**src/bse_pkg.sv**
```systemverilog
package bse_pkg;

  localparam int unsigned WordCount   = 64;
  localparam int unsigned BitsPerWord = 32;
  localparam int unsigned CmdW        = 3;
  localparam int unsigned ValueW      = 12;
  localparam int unsigned FoundW      = 11;
  localparam int unsigned TotalW      = 12;
  localparam int unsigned BitW        = 5;

  typedef enum logic [CmdW-1:0] {
    CMD_ADD    = 3'd0,
    CMD_REMOVE = 3'd1,
    CMD_TEST   = 3'd2,
    CMD_COUNT  = 3'd3,
    CMD_FIND   = 3'd4,
    CMD_CLEAR  = 3'd5,
    CMD_EMPTY  = 3'd6,
    CMD_NONE   = 3'd7
  } cmd_e;

  typedef enum logic [2:0] {
    BK_IDLE,
    BK_READ,
    BK_MODIFY,
    BK_SCAN,
    BK_WIPE,
    BK_DONE
  } back_state_e;

  // classified command word passed through the queue
  typedef struct packed {
    cmd_e             cmd;
    logic             in_range;
    logic [ValueW-1:0] value;
  } item_t;

  // lowest set bit of a word
  function automatic logic [BitW-1:0] lowest_bit(input logic [BitsPerWord-1:0] w);
    logic [BitW-1:0] r;
    r = '0;
    for (int i = BitsPerWord - 1; i >= 0; i--) begin
      if (w[i]) r = BitW'(i);
    end
    return r;
  endfunction

endpackage

```
**src/bse_ram.sv**
```systemverilog
module bse_ram #(
  parameter int unsigned Width = 32,
  parameter int unsigned Depth = 64
) (
  input  logic                     clk_i,
  input  logic                     we_i,
  input  logic [$clog2(Depth)-1:0] waddr_i,
  input  logic [Width-1:0]         wdata_i,
  input  logic [$clog2(Depth)-1:0] raddr_i,
  output logic [Width-1:0]         rdata_o
);

  logic [Width-1:0] mem_q [Depth];

  // one write port, one registered read port
  always_ff @(posedge clk_i) begin
    if (we_i) mem_q[waddr_i] <= wdata_i;
    rdata_o <= mem_q[raddr_i];
  end

endmodule

```
**src/bse_front.sv**
```systemverilog
module bse_front #(
  parameter int unsigned WordCount = bse_pkg::WordCount
) (
  input  logic                        clk_i,
  input  logic                        rst_ni,
  input  logic                        start_i,
  input  logic [bse_pkg::CmdW-1:0]    command_i,
  input  logic [bse_pkg::ValueW-1:0]  value_i,
  output logic                        busy_o,
  output logic                        q_valid_o,
  output bse_pkg::item_t              q_item_o,
  input  logic                        q_pop_i
);

  localparam int unsigned CapBits = $clog2(WordCount * bse_pkg::BitsPerWord + 1);
  localparam logic [CapBits-1:0] Capacity = CapBits'(WordCount * bse_pkg::BitsPerWord);

  // two-entry queue
  bse_pkg::item_t ent_q [2];
  logic           rd_ptr_q, rd_ptr_d, wr_ptr_q, wr_ptr_d;
  logic [1:0]     fill_q, fill_d;
  logic           push;
  bse_pkg::item_t item;
  logic [CapBits:0] val_ext;

  // classify: range check against capacity
  always_comb begin
    val_ext       = (CapBits + 1)'(value_i);
    item.cmd      = bse_pkg::cmd_e'(command_i);
    item.value    = value_i;
    item.in_range = (val_ext < {1'b0, Capacity});
  end

  // the block takes one command at a time
  assign busy_o    = (fill_q != 2'd0) || q_pop_i;
  assign push      = start_i && !busy_o;
  assign q_valid_o = (fill_q != 2'd0);
  assign q_item_o  = ent_q[rd_ptr_q];

  always_comb begin
    rd_ptr_d = rd_ptr_q ^ q_pop_i;
    wr_ptr_d = wr_ptr_q ^ push;
    fill_d   = fill_q + 2'(push) - 2'(q_pop_i);
  end

  always_ff @(posedge clk_i or negedge rst_ni) begin
    if (!rst_ni) begin
      rd_ptr_q <= 1'b0;
      wr_ptr_q <= 1'b0;
      fill_q   <= 2'd0;
    end else begin
      rd_ptr_q <= rd_ptr_d;
      wr_ptr_q <= wr_ptr_d;
      fill_q   <= fill_d;
    end
  end

  always_ff @(posedge clk_i) begin
    if (push) ent_q[wr_ptr_q] <= item;
  end

endmodule

```
**src/bse_back.sv**
```systemverilog
module bse_back #(
  parameter int unsigned WordCount = bse_pkg::WordCount
) (
  input  logic                          clk_i,
  input  logic                          rst_ni,
  input  logic                          q_valid_i,
  input  bse_pkg::item_t                q_item_i,
  output logic                          q_pop_o,
  output logic                          done_o,
  output logic                          status_o,
  output logic                          hit_o,
  output logic [bse_pkg::FoundW-1:0]    found_value_o,
  output logic [bse_pkg::TotalW-1:0]    member_total_o
);

  localparam int unsigned AddrW = (WordCount > 1) ? $clog2(WordCount) : 1;
  localparam logic [AddrW-1:0] LastAddr = AddrW'(WordCount - 1);
  localparam int unsigned FullW = AddrW + bse_pkg::BitW;

  bse_pkg::back_state_e state_q, state_d;
  bse_pkg::item_t       cur_q, cur_d;
  logic [AddrW-1:0]     addr_q, addr_d;
  logic [bse_pkg::TotalW-1:0] total_q, total_d;
  logic                 hit_q, hit_d, stat_q, stat_d;
  logic [bse_pkg::FoundW-1:0] found_q, found_d;
  logic                 first_q, first_d;
  logic                 ram_we;
  logic [AddrW-1:0]     ram_waddr, ram_raddr;
  logic [bse_pkg::BitsPerWord-1:0] ram_wdata, ram_rdata, mask, scan_w;
  logic [AddrW-1:0]     word_idx;
  logic [bse_pkg::BitW-1:0] bit_idx;
  logic [FullW-1:0]     found_full;

  bse_ram #(.Width(bse_pkg::BitsPerWord), .Depth(WordCount)) u_ram (
    .clk_i  (clk_i),
    .we_i   (ram_we),
    .waddr_i(ram_waddr),
    .wdata_i(ram_wdata),
    .raddr_i(ram_raddr),
    .rdata_o(ram_rdata)
  );

  // split value into word index and bit position
  always_comb begin
    bit_idx  = cur_q.value[bse_pkg::BitW-1:0];
    word_idx = AddrW'(cur_q.value >> bse_pkg::BitW);
    mask     = bse_pkg::BitsPerWord'(1) << bit_idx;
    scan_w   = first_q ? (ram_rdata & ({bse_pkg::BitsPerWord{1'b1}} << bit_idx)) : ram_rdata;
    found_full = {addr_q, bse_pkg::lowest_bit(scan_w)};
  end

  // next state
  always_comb begin
    state_d = state_q;
    case (state_q)
      bse_pkg::BK_IDLE: begin
        if (q_valid_i) state_d = bse_pkg::BK_READ;
      end
      bse_pkg::BK_READ: begin
        case (cur_q.cmd)
          bse_pkg::CMD_ADD, bse_pkg::CMD_REMOVE, bse_pkg::CMD_TEST:
            state_d = cur_q.in_range ? bse_pkg::BK_MODIFY : bse_pkg::BK_DONE;
          bse_pkg::CMD_FIND:
            state_d = cur_q.in_range ? bse_pkg::BK_SCAN : bse_pkg::BK_DONE;
          bse_pkg::CMD_CLEAR: state_d = bse_pkg::BK_WIPE;
          default:            state_d = bse_pkg::BK_DONE;
        endcase
      end
      bse_pkg::BK_MODIFY: state_d = bse_pkg::BK_DONE;
      bse_pkg::BK_SCAN: begin
        if (scan_w != '0 || addr_q == LastAddr) state_d = bse_pkg::BK_DONE;
      end
      bse_pkg::BK_WIPE: begin
        if (addr_q == LastAddr) state_d = bse_pkg::BK_DONE;
      end
      bse_pkg::BK_DONE: state_d = bse_pkg::BK_IDLE;
      default:          state_d = bse_pkg::BK_IDLE;
    endcase
  end

  // datapath and memory control
  always_comb begin
    cur_d     = cur_q;
    addr_d    = addr_q;
    total_d   = total_q;
    hit_d     = hit_q;
    stat_d    = stat_q;
    found_d   = found_q;
    first_d   = first_q;
    q_pop_o   = 1'b0;
    ram_we    = 1'b0;
    ram_waddr = addr_q;
    ram_wdata = ram_rdata;
    ram_raddr = addr_q;
    case (state_q)
      bse_pkg::BK_IDLE: begin
        if (q_valid_i) begin
          q_pop_o = 1'b1;
          cur_d   = q_item_i;
          hit_d   = 1'b0;
          stat_d  = 1'b0;
          found_d = '0;
          first_d = 1'b1;
        end
      end
      bse_pkg::BK_READ: begin
        ram_raddr = word_idx;
        addr_d    = word_idx;
        case (cur_q.cmd)
          bse_pkg::CMD_ADD:   stat_d = !cur_q.in_range;
          bse_pkg::CMD_CLEAR: addr_d = '0;
          bse_pkg::CMD_EMPTY: hit_d = (total_q == '0);
          default: ;
        endcase
      end
      bse_pkg::BK_MODIFY: begin
        case (cur_q.cmd)
          bse_pkg::CMD_ADD: begin
            if ((ram_rdata & mask) == '0) begin
              ram_we    = 1'b1;
              ram_wdata = ram_rdata | mask;
              total_d   = total_q + 1'b1;
            end
          end
          bse_pkg::CMD_REMOVE: begin
            if ((ram_rdata & mask) != '0) begin
              ram_we    = 1'b1;
              ram_wdata = ram_rdata & ~mask;
              total_d   = total_q - 1'b1;
            end
          end
          default: hit_d = ((ram_rdata & mask) != '0);
        endcase
      end
      bse_pkg::BK_SCAN: begin
        // one word per cycle, read of the next word issued ahead
        first_d   = 1'b0;
        ram_raddr = addr_q + 1'b1;
        if (scan_w != '0) begin
          hit_d   = 1'b1;
          found_d = bse_pkg::FoundW'(found_full);
        end else if (addr_q != LastAddr) begin
          addr_d = addr_q + 1'b1;
        end
      end
      bse_pkg::BK_WIPE: begin
        ram_we    = 1'b1;
        ram_wdata = '0;
        total_d   = '0;
        addr_d    = addr_q + 1'b1;
      end
      default: ;
    endcase
  end

  always_ff @(posedge clk_i or negedge rst_ni) begin
    if (!rst_ni) begin
      state_q <= bse_pkg::BK_WIPE;
      addr_q  <= '0;
      total_q <= '0;
    end else begin
      state_q <= state_d;
      addr_q  <= addr_d;
      total_q <= total_d;
    end
  end

  always_ff @(posedge clk_i) begin
    cur_q   <= cur_d;
    hit_q   <= hit_d;
    stat_q  <= stat_d;
    found_q <= found_d;
    first_q <= first_d;
  end

  // result word strobe, also raised once at the end of the wipe after reset
  always_ff @(posedge clk_i or negedge rst_ni) begin
    if (!rst_ni) begin
      done_o <= 1'b0;
    end else begin
      done_o <= (state_q == bse_pkg::BK_DONE);
    end
  end

  always_ff @(posedge clk_i) begin
    status_o       <= stat_q;
    hit_o          <= hit_q;
    found_value_o  <= found_q;
    member_total_o <= total_q;
  end

endmodule

```
**src/bitmap_set_engine.sv**
```systemverilog
// channel | direction | handshake        | words
// command | in        | start, busy      | command_i, value_i
// result  | out       | done_o strobe    | status_o, hit_o, found_value_o, member_total_o
//
// add, remove, test: done_o follows the read, modify and done states; count, is-empty,
// unused code, out-of-range skip modify. the next word is taken the cycle after done_o.
// find next: one word scanned at a time, set by the single RAM read port.
// clear all: every word is zeroed, one word written per cycle.
// after reset a clearing pass runs over every word; busy stays high.
// a result shows for one cycle and cannot be stalled.
module bitmap_set_engine #(
  parameter int unsigned WordCount = bse_pkg::WordCount
) (
  input  logic                        clk_i,
  input  logic                        rst_ni,
  input  logic                        start,
  output logic                        busy,
  input  logic [bse_pkg::CmdW-1:0]    command_i,
  input  logic [bse_pkg::ValueW-1:0]  value_i,
  output logic                        done_o,
  output logic                        status_o,
  output logic                        hit_o,
  output logic [bse_pkg::FoundW-1:0]  found_value_o,
  output logic [bse_pkg::TotalW-1:0]  member_total_o
);

  logic           q_valid, q_pop, f_busy, reset_wipe_q, back_done;
  bse_pkg::item_t q_item;

  bse_front #(.WordCount(WordCount)) u_front (
    .clk_i    (clk_i),
    .rst_ni   (rst_ni),
    .start_i  (start && !busy),
    .command_i(command_i),
    .value_i  (value_i),
    .busy_o   (f_busy),
    .q_valid_o(q_valid),
    .q_item_o (q_item),
    .q_pop_i  (q_pop)
  );

  bse_back #(.WordCount(WordCount)) u_back (
    .clk_i         (clk_i),
    .rst_ni        (rst_ni),
    .q_valid_i     (q_valid),
    .q_item_i      (q_item),
    .q_pop_o       (q_pop),
    .done_o        (back_done),
    .status_o      (status_o),
    .hit_o         (hit_o),
    .found_value_o (found_value_o),
    .member_total_o(member_total_o)
  );

  // hold off commands until the post-reset wipe and its stray strobe pass
  logic busy_hold_q;
  always_ff @(posedge clk_i or negedge rst_ni) begin
    if (!rst_ni) begin
      reset_wipe_q <= 1'b1;
      busy_hold_q  <= 1'b0;
    end else begin
      if (back_done) reset_wipe_q <= 1'b0;
      busy_hold_q <= q_pop || q_valid || busy_hold_q && !back_done;
    end
  end

  // the strobe that ends the post-reset wipe carries no result
  assign done_o = back_done && !reset_wipe_q;
  assign busy   = reset_wipe_q || f_busy || busy_hold_q;

endmodule

```
**config.mk**
```make
export PLATFORM = sky130hd
export DESIGN_NAME = bitmap_set_engine
export DESIGN_NICKNAME = d
export VERILOG_FILES = /design/src/bse_pkg.sv /design/src/bse_ram.sv /design/src/bse_front.sv /design/src/bse_back.sv /design/src/bitmap_set_engine.sv
export SDC_FILE = /design/constraint.sdc
export NUM_CORES = 2
export LEC_CHECK = 0
export BUFFER_PORTS_ARGS = -buffer_cell sky130_fd_sc_hd__buf_2
export CAP_MARGIN = 20
export CORE_UTILIZATION = 50
export CTS_CLUSTER_DIAMETER = 200
export DETAILED_ROUTE_END_ITERATION = 6
export GPL_TIMING_DRIVEN = 0
export PLACE_DENSITY = 0.73
export REMOVE_ABC_BUFFERS = 1
export SLEW_MARGIN = 20
export SYNTH_ARGS = -nofsm -noshare
export SYNTH_HDL_FRONTEND = slang
export SYNTH_SLANG_ARGS = --single-unit
```
**constraint.sdc**
```tcl
create_clock -name clk_i -period 10.4 [get_ports clk_i]
set_clock_uncertainty 0.05 [all_clocks]
set_input_delay 0.52 -clock clk_i [delete_from_list [all_inputs] [get_ports clk_i]]
set_output_delay 0.52 -clock clk_i [all_outputs]
set_load 0.03 [all_outputs]
```
# Word-level counts from Yosys, hierarchy flattened
# Memory sizes are Yosys's and may differ from the RTL's. A register that Yosys moved wholly into a read port is not among the register bits.
# Cells that the tools add are included.
# W data, S select, Z words.
# op_classes
addsub,5
order_cmp,1
eq_ne,24
n_shift,2
n_mux,75
bitwise_logic,7
n_reduce_logical,36
# op_table
operator,count
$mux W5,32
$pmux W32 S2,2
$and A32 B32 Y32,3
$mux W32,3
$reduce_bool A32 Y1,2
$pmux W12 S2,2
$logic_not A32 Y1,1
$not A32 Y32,1
$or A32 B32 Y32,1
$shl A1 B5 Y32 const A,1
$shl A32 B5 Y32 const A,1
$mux W12,2
$mux W11,2
$pmux W11 S2,1
$mux W6,3
$pmux W6 S3,1
$eq A3 B3 Y1 const B,5
$mux W3,5
$pmux W3 S5,1
$mux W1,14
$add A12 B1 Y12 const B,1
$logic_not A12 Y1,1
$lt A12 B12 Y1 const B,1
$pmux W6 S2,1
other kinds (28),63
# word_totals
reg_bits,67
ramBits,2080
inputBits,18
output_inout_bits,27
elab_cells,169
memories,2
# memory_table
name,words,width,read_ports,rd_ports_with_merged_regs,wr,line,rtl
u_back.u_ram.mem_q,64,32,1,1,1,bse_ram.sv:13,logic [Width-1:0] mem_q [Depth];
u_front.ent_q,2,16,1,1,1,bse_front.sv:19,bse_pkg::item_t ent_q [2];

# Logic depth before layout (Yosys ltp)
# depth
word_depth,37
mapped_depth,14

# Cells and area by module
# From an unflattened synthesis, not the netlist that was laid out.
# unflattened
cells_unflattened,4097
area_unflattened_um2,85485.7
# modules_own_cells
module,instances,cells_each,area_per_inst_um2,seq_area_each_um2
bse_ram,1,3324,78515.3,62139.6
bse_back,1,695,5462.7,1923.1
bse_front,1,68,1408.9,1061.0
bitmap_set_engine,1,10,98.8,51.3

# Worst setup path after synthesis
# OpenSTA, ideal clock, no wires.
# synth_path
kind,register to register
start,reg u_back.cur_q (netlist bit u_back.bit_idx[1])
end,mem u_back.u_ram.mem_q[0][16] (data pin)
setup_time_ns,0.721
arrival_ns,4.732
required_ns,9.629
path_slack_ns,4.897
path_stages_with_launch,9
path_buffers,1
synth_period_minus_slack_ns,5.503
path_cell_list,edfxtp_1 nand2b_1 o22ai_1 a311o_1 a211o_1 nor2_2 nand3_1 clkbuf_1 o31ai_1
# synth_between
elab_chain_cells,6
word_cells_on_any_way,11
cone_classes,shift (1); mux (4); bitwise (4); reduce/logical (2)
# synth_lines
item,line,rtl
start: declaration,bse_back.sv:21,"bse_pkg::item_t cur_q, cur_d;"
start signal: assignment,bse_back.sv:169,cur_q <= cur_d;
$shl A1 B5 Y32 *,bse_back.sv:47,mask = bse_pkg::BitsPerWord'(1) << bit_idx;
$and A32 B32 Y32 or $not A32 Y32 (tied branches),"bse_back.sv:119, bse_back.sv:126, bse_back.sv:128",
$reduce_bool A32 Y1 (tied with other cells),bse_back.sv:126,if ((ram_rdata & mask) != '0) begin
"$mux W32, on equally long branches","bse_back.sv:126, bse_back.sv:119",
$pmux W32 S2 *,bse_back.sv:117,case (cur_q.cmd)
$pmux W32 S2 *,bse_back.sv:95,case (state_q)
named net u_back.ram_wdata (one bit),bse_back.sv:29,"logic [bse_pkg::BitsPerWord-1:0] ram_wdata, ram_rdata, mask, scan_w;"
end: declaration,bse_ram.sv:13,
# The timed path passes the listed nets; every way through them passes the cells marked *.

# Worst setup path after layout
# layout_path
start,reg u_back.state_q[0]
end,reg u_back.u_ram.rdata_o[3] (read register of u_back.u_ram.mem_q)
# layout_between
elab_chain_cells,2
word_cells_on_any_way,3
cone_classes,eq/ne (2); mux (1)
# layout_lines
item,line,rtl
start: declaration,bse_back.sv:20,"bse_pkg::back_state_e state_q, state_d;"
start signal: assignment,bse_back.sv:158,state_q <= bse_pkg::BK_WIPE;
start signal: assignment,bse_back.sv:162,state_q <= state_d;
$eq A3 B2 Y1 or $eq A3 B1 Y1 (tied branches),bse_back.sv:95,
$pmux W6 S2 *,bse_back.sv:95,
end: declaration,bse_ram.sv:10,output logic [Width-1:0] rdata_o
# Mark *: on every way between the ends. The rest lies on a longest branch, timed or not.
# A chain may end at the register's enable or synchronous reset.

==> impl_metrics.tcl <==
set metrics [dict create \
    yosysWarnings 0 \
    drc 13 \
    synth_xor_area_frac 0.00118 \
    rsz0062_at_grt "no" \
    grt_pass1_wl_microns 365000 \
    synth.avg_cell_area_sq_um 14.2 \
    crit_type "reg -> reg" \
    start_util 0.504 \
    die_area_sq_um 180000 \
    p_leak_uw 0.0353 \
    fin_tns_setup_ns 0 \
    htreeDepth 4 \
    cp.buffers_inverters 7 \
    synthCells 6285 \
    cts_buffers 203 \
    synth-adder-area-share 0.00233 \
    maxCapViolCount 0 \
    clock_latency_ns 0.83 \
    wl_per_cell_microns 27.8 \
    rr_endpoint "u_back.u_ram.rdata_o[3]" \
    num_rows 154 \
    synth_edf_count 2107 \
    peakVddDrop_uv 252 \
    wirelength_microns 253000 \
    ant_nets 0 \
    fp.dieW_microns 424 \
    antenna_found_initial 16 \
    clk_pin_slew_worst_paths_ns 0.07 \
    grt_max_degree 68 \
    crit_chain "nor2b_1 > nor2_4 > buf_12 > buf_16 > nor2_4 > buf_16 > buf_12 > buf_16 > buf_16 > buf_16 > nand2_1 > a311oi_1 > a211oi_1 > nor4_1 > and4_1" \
    post-cts-setup-buffers 0 \
    ys_seq_area_frac 0.732 \
    startpoint "u_back.state_q[0]" \
    status "finished, violations left" \
    netlist_area_sq_um 89000 \
    critPathMaxStageDelay_ns 1.03 \
    worst-path-max-fanout 22 \
    drt_iter0_drc 7849 \
    vias 58000 \
    worstSetupStartpointType "register" \
    final_nets 6626 \
    layout_common_cells "2,107 x edfxtp_1, 1,148 x nand2_1, 415 x nand3_1, 392 x mux2i_1, 295 x a211oi_1" \
    grt_use_total 0.275 \
    p_per_area_nw_per_um2 356 \
    viasPerCell 6.38 \
    critPathSlowestCell "nor4_1" \
    synth_compound_area_frac 0.0751 \
    crit_family "simple AND/OR/NAND/NOR gates" \
    die_h_microns 424 \
    clock_sinks 2192 \
    crit_top_cell "buf_16" \
    worstPathArrival_ns 6.89 \
    cp.required_ns 11.04 \
    endpoint_kind "register" \
    cts_tree "built" \
    hold_violations 0 \
    cp.depth 15 \
    io_pins 45 \
    grt_pass1_vias 55700 \
    whs_ns 0.0990 \
    gp_congestion 0.885 \
    dpl.hpwl_microns 173000 \
    fin_crit_sh 0.600 \
    io_buffer_count 44 \
    r2r_cells 15 \
    holdCritPathClass "in -> reg" \
    relSlewSlack 0.134 \
    ctsRootBufferMaster "clkbuf_16" \
    ys.flop_type "edfxtp_1" \
    ys_ff_latch 2192 \
    area_growth_pct 16.9 \
    critPathCapture "u_back.u_ram.rdata_o[3]" \
    setup_violations 0 \
    clockBufferDepth 3 \
    first_pass_iters 7 \
    reg2reg_slack_ns 4.16 \
    violations "DRC" \
    yosys.area_share.simple 0.119 \
    grt_overflow 0 \
    core_sq_um 176000 \
    final_common_cell "edfxtp_1" \
    synth_top_family_by_area "simple AND/OR/NAND/NOR gates" \
    synth.distinct_cells 75 \
    timing.fmax_mhz 160 \
    drive_gt1_frac 0.146 \
    synth_mux_area_frac 0.0460 \
    min_period_ns 6.24 \
    tightest_slew_ns 1.29 \
    postSynth.asyncResetShare 0.0128 \
    slew_viol_final 0 \
    timing.rr.start "u_back.state_q[0]" \
]
==> power breakdown <==
part           total, uW  internal (uW)  switching [uW]
registers          12200          11800             384
clock network       6940           3790            3160
logic              17900           5890           12000
==> what timing repair did <==
item | in CTS | in global routing
resized for setup | 0 | 0
hold buffers | 16 | 0
hold endpoints to repair | 56 | 0
==> worst register-to-register path: stages (launching register included) <==
cell and delay (ns):
dfrtp_1 0.73, nor2b_1 0.96, nor2_4 0.32, buf_12 0.29, buf_16 0.19, nor2_4 0.50
buf_16 0.24, buf_12 0.21, buf_16 0.20, buf_16 0.18, buf_16 0.19, nand2_1 0.08
a311oi_1 0.27, a211oi_1 0.11, nor4_1 1.03, and4_1 0.59
==> cells in the mapped netlist, types with 41 or more instances <==
master / count / share of area
a211oi_1: 296 / 0.025
dfxtp_1: 57 / 0.013
nor3b_1: 166 / 0.014
nor4_1: 44 / 0.0031
edfxtp_1: 2107 / 0.71
o211ai_1: 76 / 0.0064
nand3_1: 417 / 0.023
nand2_1: 1150 / 0.048
a31oi_1: 41 / 0.0029
clkbuf_1: 250 / 0.011
and3_1: 71 / 0.0050
mux2i_1: 392 / 0.044
buf_2: 154 / 0.0087
a311oi_1: 163 / 0.016
nor2_1: 241 / 0.010
nor3_1: 91 / 0.0051
o21ai_0: 58 / 0.0033
a311o_1: 65 / 0.0073
==> metal layers <==
metal  GRT usage  routed length, microns
met5           0                      83
met4       0.165                   16500
met2       0.420                  115000
met3      0.0613                   29000
met1       0.361                   92200
==> through the flow <==
stage / worst slack (ns) / power (uW) / utilization / cell area [sq um] / cells
floorplan: -28.73 / 22200 / - / 86900 / 5825
global placement: -131.82 / 25800 / 0.510 / 90100 / 8209
detailed placement: 4.43 / 29600 / 0.554 / 97800 / 8710
CTS: 4.37 / 36500 / 0.589 / 104000 / 9090
global route: 4.11 / 38100 / 0.590 / 104000 / 9091
finish: 4.16 / 37000 / 0.590 / 104000 / 9098
==> state kept, by name, summed over array words and instances (netlist names), 2 cells and up <==
signal                 count
u_back.u_ram.mem_q      2048
u_back.u_ram.rdata_o      32
u_front.ent_q             30
u_back.member_total_o     12
u_back.total_q            12
u_back.found_q            11
u_back.found_value_o      11
u_back.cur_q              10
u_back.addr_q              6
u_back.bit_idx             5
u_back.state_q             3
u_front.fill_q             2
==> kinds of logic (layout without fill, tap and decap cells) <==
kind of cell,count (synthesis),in the layout
other cells,0,7
buf+inv,491,957
mux,407,407
simple gates,2300,2300
compound gates,867,867
flops,2192,2192
xor+xnor,12,12
fa+ha+maj,16,16
==> how the worst min path moves through the flow <==
| stage | from | endpoint | cells after the start |
|---|---|---|---|
| after global routing | start | u_front.fill_q[0] | 3 |
| final | start | u_front.fill_q[0] | 3 |
| after global placement | u_back.found_q[1] | u_back.found_value_o[1] | 0 |
| after detailed placement | u_back.found_q[7] | u_back.found_value_o[7] | 0 |
| after floorplan | rst_ni | busy_hold_q | 0 |
| after CTS | start | u_front.fill_q[0] | 3 |
==> area by class of cell <==
cell class / count / area (sq um)
repair buffers: 562 / 7150
fillers: 12800 / 72400
inverters: 31 / 116
multi-input cells: 3602 / 22700
well taps: 2340 / 2930
clock inverters: 86 / 500
flip-flops and latches: 2192 / 65100
diodes: 7 / 17.5
clock buffers: 278 / 5580
Power figures use the tool's default switching activity.
